==> src/design/ffpa_cell.sv <==
// one block table slot of the circulating chain
`default_nettype none
module ffpa_cell #(
	parameter int          EW  = 36,
	parameter logic [EW-1:0] RST = '0
) (
	input  wire logic          clk,
	input  wire logic          arst_n,
	input  wire logic          shift,
	input  wire logic [EW-1:0] d,
	output logic      [EW-1:0] q
);

	logic [EW-1:0] entry_q;

	always_ff @(posedge clk or negedge arst_n) begin
		if (!arst_n) begin
			entry_q <= RST;
		end else if (shift) begin
			entry_q <= d;
		end
	end

	assign q = entry_q;

endmodule
`default_nettype wire
==> config.mk <==
export PLATFORM = sky130hd
export DESIGN_NAME = ffpa_cell
export DESIGN_NICKNAME = d
export VERILOG_FILES = /design/src/design/ffpa_cell.sv
export SDC_FILE = /design/constraint.sdc
export NUM_CORES = 1
export LEC_CHECK = 0
export ABC_CLOCK_PERIOD_IN_PS = 800
export BUFFER_PORTS_ARGS = -buffer_cell sky130_fd_sc_hd__buf_2
export CORE_UTILIZATION = 30
export DETAILED_ROUTE_END_ITERATION = 10
export PLACE_DENSITY = 0.61
export SKIP_CTS_REPAIR_TIMING = 1
export SYNTH_ARGS = -nofsm -noshare
export SYNTH_HDL_FRONTEND = slang
export SYNTH_SLANG_ARGS = --single-unit
==> constraint.sdc <==
create_clock -name clk -period 0.8 [get_ports clk]
set_input_delay 0.16 -clock clk [delete_from_list [all_inputs] [get_ports clk]]
set_output_delay 0.16 -clock clk [all_outputs]
set_load 0.05 [all_outputs]
==> qor.csv, run 1 <==
stage,metric,value,unit
sta,count of final max-slew check failures,0,
power,VDD IR max,975.1,µV
sta,final setup fails,47,
detailed_routing,Routed Antenna Nets,0,
logic_synthesis,Mapped Area,1490,µm²
sta,final hold vios,0,
die,Site Rows,25,
logic_synthesis,synth warn,0,
worst_setup_path,Crit Path Class,flop to output port,
cts,Worst-Skew Late Latency,280,ps
worst_setup_path,Worst EP arrival,860,ps
worst_setup_path,Worst Path Required,640,ps
grt,global-route wire length before repair,4560,µm
cts,CTS buffer count,5,
cells_and_area,layout filler cell count,423,
sta,max_slew headroom,0.8737,
placed_design,Post-Place Setup Slack,-179.9,ps
sta,Tcrit/Tclk final,1.275,
die,width of the die,72.48,µm
detailed_routing,vias per inst,4.086,
grt,GRT Residual Overflow,0,
logic_synthesis,Mapped Cells,76,
logic_synthesis,post-synth top area share,0.6045,
logic_synthesis,#FFs+latches synth,36,
power,LEAKAGE,1.141,nW
logic_synthesis,most instantiated cells after synthesis,"36 x dfrtp_1, 30 x mux2_4, 6 x mux2_2, 3 x buf_12, 1 x buf_6",
die,# IOs,75,
placed_design,dpl hpwl,2190,µm
sta,min Tclk post-route,1020,ps
die,Die H,72.48,µm
logic_synthesis,"Top FF cell, synth",dfrtp_1,
power,Power Dens Cells,2165,nW/µm²
cts,clk buf depth,2,
cells_and_area,nets@finish,204,
sta,clk_skew,0,ps
cts,# H-tree levels,2,
grt,largest net degree at the start of global routing,37,
logic_synthesis,Synth area leaders,"dfrtp_1 60%, mux2_4 30%, mux2_2 4.5%",
detailed_routing,DR WL/cell,13.65,µm
worst_setup_path,CP Cell Sequence,buf_6,
sta,RSZ-0062 raised after global routing,true,
status,outcome,"complete, but fails checks",
worst_setup_path,cell family with most CP delay,flip-flops,
sta,Slew @ Worst Pin,189.5,ps
placed_design,Final GP Congestion,0.6365,
cells_and_area,share of cells above drive strength 1,0.9880,
detailed_routing,drt drc,0,
cells_and_area,Register Area,945.9,µm²
cts,clk sinks,36,
worst_hold_path,HP Class,input pin to flop,
die,Die Area,5253,µm²
cells_and_area,Largest register FFs,36,
logic_synthesis,most common cell in the netlist,dfrtp_1,
worst_setup_path,CP peak stage delay,430,ps
run,max-cap violations,0,
die,initial core utilization,0.3134,
cts,clock root cell,clkbuf_8,
cells_and_area,"Design Area, Final",2379,µm²
worst_setup_path,Crit-path slowest cell,dfrtp_2,
logic_synthesis,Post-Syn Nets,115,
placed_design,port bufs,74,
sta,final setup margin,-219.7,ps
cts,CTS tree,done,
logic_synthesis,"EDFF count, synth",0,
detailed_routing,starting DRC count in detailed routing,25,
cells_and_area,Inserted Diodes,0,
detailed_routing,1st-pass router iterations,4,
cells_and_area,area of the multi-input gates,518.0,µm²
logic_synthesis,syn_area_per_cell,19.61,µm²
placed_design,Placed Area,1986,µm²
detailed_routing,final wirelength,3181,µm
grt,initial antenna violation count,0,
worst_setup_path,startpoint type of the worst setup path,flop,
worst_setup_path,crit path max fanout,2,
logic_synthesis,post-synth top area cell,dfrtp_1,
logic_synthesis,ys async rst share,1.000,
worst_setup_path,CP bufs+invs,1,
logic_synthesis,"Distinct cells, synth",5,
sta,Peak Freq,0.9807,GHz
cts,clock edge transition at the registers on the reported setup and hold paths,70,ps
status,failing checks,setup timing,
grt,gr usage total,0.1172,
detailed_routing,DR vias,952,
worst_setup_path,Worst Setup End Kind,output port,
cells_and_area,P&R area growth vs syn,59.61,%
logic_synthesis,sequential share of the synthesized area,0.6045,
grt,number of global-route vias before repair,978,
die,CORE AREA,4755,µm²
-- metal layers --
metal,routed length [µm],share of wire,GRT usage,up-vias
met5,0,0,0,-
met4,30,0.0094,0.05882,0
met3,154,0.048,0.03194,4
met2,1641,0.52,0.1921,43
met1,1354,0.43,0.1417,468
li1,-,-,-,437
-- area by class of cell --
| class | count | area share |
|---|---|---|
| Clock buffer | 7 | 0.03630 |
| Tap cell | 67 | 0.03524 |
| Clock inverter | 1 | 0.003156 |
| Multi-Input combinational cell | 36 | 0.2178 |
| Sequential cell | 36 | 0.3977 |
| Timing Repair Buffer | 86 | 0.3098 |
-- cells in the final DEF, fill, tap and decap left out, drive strengths merged --
cell / netlist / routed
buf: 4 / 85
clkbuf: 0 / 7
clkinvlp: 0 / 1
dfrtp: 36 / 36
dlygate4sd3: 0 / 1
mux2: 36 / 36
-- where the power goes --
part	total (mW)	internal, mW	switching, mW
Clock	1.30	0.699	0.605
Sequential	2.18	2.04	0.146
Combinational	1.66	0.750	0.913
-- worst paths after layout --
path,startpoint,to,slack (ps),depth (start not counted)
hold reg to reg,q[10]$_DFFE_PN0P_,q[10]$_DFFE_PN0P_,530,1
min in group asynchronous,arst_n,q[0]$_DFFE_PN0P_,370,3
setup / recovery,q[27]$_DFFE_PN0P_,q[27],-220,1
hold / removal,d[29],q[29]$_DFFE_PN0P_,110,2
setup reg to reg,q[17]$_DFFE_PN0P_,q[17]$_DFFE_PN0P_,-110,2
max in group asynchronous,arst_n,q[16]$_DFFE_PN0P_,240,3
-- per-stage QoR --
step	instances	utilization	setup TNS [ps]	total power, mW	hold slack [ps]
4_1_cts	225	0.4374	-9726	4.889	-169.9
5_1_grt	233	0.5003	-9523	5.388	98.52
2_1_floorplan	76	-	-3898	3.177	-135.6
3_3_place_gp	217	0.4176	-4646	3.520	133.8
3_5_place_dp	217	0.4176	-4928	3.547	135.6
6_report	233	0.5003	-8109	5.150	105.8
-- kinds of logic after synthesis --
family | count (synthesis) | synth area share
flip-flops | 36 | 0.6045
multiplexers | 36 | 0.3476
buffers and inverters | 4 | 0.04786
No activity file was read; power rests on OpenSTA's default activity.
==> inputs of run 2 (changes only) <==
Settings changed: CELL_PAD_IN_SITES_DETAIL_PLACEMENT set to 2, CELL_PAD_IN_SITES_GLOBAL_PLACEMENT set to 2, CORE_UTILIZATION 30 to 27, PLACE_DENSITY 0.61 to 0.77, SLEW_MARGIN set to 20.
==> qor.csv, run 2 (same netlist as run 1, synthesis figures left out) <==
stage,metric,value,unit
cells_and_area,Largest register FFs,36,
sta,final setup margin,-226.0,ps
worst_setup_path,CP bufs+invs,1,
worst_setup_path,CP peak stage delay,430,ps
die,# IOs,75,
die,width of the die,76.29,µm
worst_setup_path,Worst EP arrival,870,ps
detailed_routing,1st-pass router iterations,2,
grt,largest net degree at the start of global routing,37,
sta,min Tclk post-route,1026,ps
status,failing checks,setup timing,
power,Power Dens Cells,2189,nW/µm²
sta,clk_skew,0,ps
worst_setup_path,Crit-path slowest cell,dfrtp_2,
grt,global-route wire length before repair,5858,µm
die,CORE AREA,5205,µm²
worst_setup_path,reg2reg path depth,2,
worst_setup_path,CP Cell Sequence,buf_6,
cts,CTS tree,done,
worst_hold_path,HP Class,input pin to flop,
cells_and_area,"Design Area, Final",2352,µm²
worst_hold_path,Worst Hold Path EP,q[31]$_DFFE_PN0P_,
sta,RSZ-0062 raised after global routing,true,
cts,# H-tree levels,2,
sta,final hold vios,0,
worst_setup_path,Worst Setup End Kind,output port,
worst_setup_path,r2r startpoint,q[20]$_DFFE_PN0P_,
cells_and_area,P&R area growth vs syn,57.85,%
worst_setup_path,flop2flop setup slack,-130,ps
worst_hold_path,worst hold path stage count,2,
cells_and_area,nets@finish,201,
run,max-cap violations,0,
cts,Worst-Skew Late Latency,280,ps
sta,max_slew headroom,0.8697,
worst_setup_path,Crit Path Class,flop to output port,
worst_setup_path,startpoint type of the worst setup path,flop,
detailed_routing,drt drc,0,
cells_and_area,final core utilization,0.4519,
grt,number of global-route vias before repair,1191,
detailed_routing,starting DRC count in detailed routing,34,
cts,clk sinks,36,
placed_design,Placed Area,1982,µm²
placed_design,Final GP Congestion,0.7063,
worst_setup_path,cell family with most CP delay,flip-flops,
grt,gr usage total,0.1305,
cells_and_area,layout filler cell count,506,
cts,clock root cell,clkbuf_8,
status,outcome,"complete, but fails checks",
grt,initial antenna violation count,0,
grt,GRT Residual Overflow,0,
die,Die Area,5820,µm²
cells_and_area,most frequent cells in the layout,"38 x buf_2, 38 x buf_6, 36 x dfrtp_2",
die,Die H,76.29,µm
die,initial core utilization,0.2863,
power,VDD IR max,1072,µV
worst_setup_path,Worst Setup SP,q[20]$_DFFE_PN0P_,
power,LEAKAGE,1.126,nW
detailed_routing,DR vias,969,
detailed_routing,DR WL/cell,16.63,µm
cells_and_area,share of cells above drive strength 1,0.9816,
sta,setup TNS,-8218,ps
sta,final setup fails,50,
cts,clock edge transition at the registers on the reported setup and hold paths,70,ps
sta,count of final max-slew check failures,0,
worst_setup_path,Critical R2R Capture,q[20]$_DFFE_PN0P_,
cts,clk buf depth,2,
worst_setup_path,crit path max fanout,2,
placed_design,port bufs,74,
detailed_routing,vias per inst,4.159,
cells_and_area,Inserted Diodes,0,
cts,CTS buffer count,5,
die,Site Rows,26,
detailed_routing,Routed Antenna Nets,0,
placed_design,dpl hpwl,2732,µm
sta,Peak Freq,0.9746,GHz
detailed_routing,final wirelength,3874,µm
sta,Slew @ Worst Pin,195.4,ps
worst_hold_path,Hold Path Origin,d[31],
sta,Tcrit/Tclk final,1.283,
worst_setup_path,Worst Path Required,640,ps
-- run 2: cell types whose count changed in the layout (fill, tap and decap cells not counted), sizes merged --
cell / before / now
clkbuf: 7 / 8
buf: 85 / 82
clkinvlp: 1 / 0
-- run 2: worst max path at each step --
| stage | cells past startpoint | to | slack [ps] |
|---|---|---|---|
| finish | 1 | q[20] | -230 |
| global route | 1 | q[20] | -260 |
| CTS | 1 | q[23] | -300 |
| detailed placement | 3 | q[1]$_DFFE_PN0P_ | -180 |
| global placement | 3 | q[0]$_DFFE_PN0P_ | -150 |
| floorplan | 1 | q[10]$_DFFE_PN0P_ | -110 |
-- run 2: final cells by class --
cell class / instances / area [µm²] / share of cell area
clock buffers: 8 / 90.09 / 0.03830
well taps: 70 / 87.58 / 0.03723
multi-input cells: 36 / 518.0 / 0.2202
flip-flops and latches: 36 / 945.9 / 0.4021
repair buffers: 83 / 710.7 / 0.3021
-- run 2: per-layer routing --
layer / up-vias / routed length (µm) / global-route usage
met5: - / 0 / 0
met4: 0 / 19 / 0.02885
met3: 2 / 252 / 0.04910
met2: 42 / 2268 / 0.2505
met1: 491 / 1333 / 0.1319
li1: 434 / - / -
-- run 2: metrics by stage --
| step | setup slack, ps | hold slack [ps] | power, mW | instances |
|---|---|---|---|---|
| 6_report | -226.0 | 108.3 | 5.150 | 233 |
| 5_1_grt | -257.9 | 92.20 | 5.380 | 233 |
| 4_1_cts | -295.8 | -171.4 | 4.910 | 227 |
| 3_5_place_dp | -184.8 | 137.8 | 3.566 | 219 |
| 3_3_place_gp | -151.8 | 129.8 | 3.520 | 219 |
| 2_1_floorplan | -109.5 | -135.6 | 3.177 | 76 |
-- run 2: power by group --
part / internal, mW / switching [mW]
Clock: 0.702 / 0.605
Sequential: 2.04 / 0.156
Combinational: 0.732 / 0.918
Total: 3.47 / 1.68
-- run 2: worst reg2reg max path, cell delays in order, from the launching register on --
cell and delay [ps]:
dfrtp_2 430, buf_6 120, mux2_4 270
==> inputs of run 3 (changes only) <==
Settings changed: RECOVER_POWER set to 50, REMOVE_ABC_BUFFERS set to 1.
==> qor.csv, run 3 (same netlist as run 1, synthesis figures left out) <==
stage,metric,value,unit
cells_and_area,share of cells above drive strength 1,0.7816,
sta,final setup fails,53,
die,CORE AREA,5205,µm²
placed_design,Placed Area,1937,µm²
status,failing checks,setup timing,
worst_setup_path,startpoint type of the worst setup path,flop,
power,Clock Power Share,0.268,
cts,clk buf depth,2,
cells_and_area,P&R area growth vs syn,60.12,%
sta,Tcrit/Tclk final,1.284,
worst_setup_path,Crit Path Class,flop to output port,
worst_setup_path,CP Cell Sequence,buf_6,
die,Die H,76.29,µm
run,max-cap violations,0,
cells_and_area,layout filler cell count,516,
die,Site Rows,26,
status,outcome,"complete, but fails checks",
cells_and_area,area of the multi-input gates,518.0,µm²
worst_setup_path,cell family with most CP delay,flip-flops,
power,Flop pwr share,0.405,
grt,global-route wire length before repair,6009,µm
worst_setup_path,flop2flop setup slack,-130,ps
sta,final hold vios,0,
die,initial core utilization,0.2863,
power,internal power,3.559,mW
cells_and_area,Register Area,900.9,µm²
worst_setup_path,CP peak stage delay,410,ps
detailed_routing,1st-pass router iterations,3,
sta,Peak Freq,0.9734,GHz
power,VDD IR max,1023,µV
power,Power Dens Cells,2232,nW/µm²
die,# IOs,75,
detailed_routing,final wirelength,4427,µm
worst_setup_path,Critical R2R Capture,q[6]$_DFFE_PN0P_,
grt,gr usage total,0.1372,
detailed_routing,DR vias,1043,
detailed_routing,DR WL/cell,18.14,µm
placed_design,placed cell count,219,
grt,largest net degree at the start of global routing,37,
worst_setup_path,Worst Setup End Kind,output port,
cells_and_area,most frequent cells in the layout,"37 x buf_2, 37 x buf_6, 36 x dfrtp_1",
sta,min Tclk post-route,1027,ps
cts,clock edge transition at the registers on the reported setup and hold paths,80,ps
die,width of the die,76.29,µm
sta,clk_skew,0,ps
cells_and_area,nets@finish,213,
detailed_routing,drt drc,0,
worst_setup_path,reg2reg path depth,2,
worst_setup_path,Worst EP arrival,870,ps
worst_hold_path,Hold Path Origin,d[28],
worst_hold_path,worst hold path stage count,2,
sta,count of final max-slew check failures,0,
sta,final setup margin,-227.3,ps
worst_setup_path,Worst Path Required,640,ps
worst_setup_path,r2r startpoint,q[6]$_DFFE_PN0P_,
cts,clock root cell,clkbuf_8,
cts,CTS tree,done,
placed_design,Final GP Congestion,0.7449,
die,Die Area,5820,µm²
worst_setup_path,crit path max fanout,2,
sta,RSZ-0062 raised after global routing,true,
grt,number of global-route vias before repair,1166,
detailed_routing,vias per inst,4.275,
cts,# H-tree levels,2,
worst_setup_path,CP bufs+invs,1,
cts,Worst-Skew Late Latency,280,ps
worst_hold_path,Worst Hold Path EP,q[28]$_DFFE_PN0P_,
sta,max_slew headroom,0.7780,
worst_hold_path,HP Class,input pin to flop,
placed_design,dpl hpwl,2812,µm
grt,GRT Residual Overflow,0,
sta,Slew @ Worst Pin,333.0,ps
grt,initial antenna violation count,0,
cts,CTS buffer count,5,
placed_design,port bufs,74,
cts,clk sinks,36,
sta,setup TNS,-9157,ps
cells_and_area,Largest register FFs,36,
power,Sw Pwr,1.767,mW
detailed_routing,starting DRC count in detailed routing,25,
power,switching part of the total power,0.3317,
cells_and_area,"Design Area, Final",2386,µm²
detailed_routing,Routed Antenna Nets,0,
power,logic gate share of total power,0.328,
worst_setup_path,Crit-path slowest cell,dfrtp_1,
cells_and_area,fin cells,244,
power,LEAKAGE,1.217,nW
cells_and_area,Inserted Diodes,0,
run 3: changes by cell type in the layout (fill, tap and decap cells not counted):
cell / before / now
buf_2: 38 / 37
clkbuf_8: 6 / 7
dfrtp_2: 36 / 0
buf_4: 3 / 17
clkbuf_1: 2 / 1
buf_12: 3 / 2
buf_6: 38 / 37
dfrtp_1: 0 / 36
run 3: power groups by stage:
| stage | combinational [mW] | clock (mW) | sequential [mW] |
|---|---|---|---|
| floorplan | 0.282 | 0 | 2.78 |
| global placement | 1.36 | 0 | 2.12 |
| detailed placement | 1.40 | 0 | 2.14 |
| CTS | 1.40 | 1.48 | 2.11 |
| global route | 1.82 | 1.56 | 2.18 |
| finish | 1.74 | 1.43 | 2.16 |
run 3: worst max path at each step:
stage / slack [ps] / cells after the start / to / from
finish: -230 / 1 / q[6] / q[6]$_DFFE_PN0P_
global placement: -160 / 3 / q[35]$_DFFE_PN0P_ / shift
detailed placement: -200 / 3 / q[0]$_DFFE_PN0P_ / shift
CTS: -310 / 1 / q[25] / q[25]$_DFFE_PN0P_
floorplan: -190 / 1 / q[10]$_DFFE_PN0P_ / q[10]$_DFFE_PN0P_
global route: -250 / 1 / q[14] / q[14]$_DFFE_PN0P_
run 3: through the flow:
stage / hold slack [ps] / setup WS [ps] / util / power [mW]
after CTS: -173.9 / -310.0 / 0.3906 / 4.990
after global routing: 88.52 / -254.4 / 0.4584 / 5.549
after global placement: 132.2 / -160.6 / 0.3721 / 3.478
final: 100.1 / -227.3 / 0.4584 / 5.326
after detailed placement: 143.8 / -200.4 / 0.3721 / 3.538
after floorplan: -135.6 / -194.3 / - / 3.062
run 3: area by class of cell:
| type | count | share of cell area |
|---|---|---|
| timing repair buffer | 95 | 0.3283 |
| clock buffer | 7 | 0.04038 |
| multi-input combinational | 36 | 0.2171 |
| sequential | 36 | 0.3776 |
| tap | 70 | 0.03671 |
run 3: per-layer routing:
layer	GRT usage	wire length [µm]	up-vias
li1	-	-	455
met1	0.1411	1620	536
met2	0.2396	2423	47
met3	0.05509	329	5
met4	0.06923	53	0
met5	0	0	-
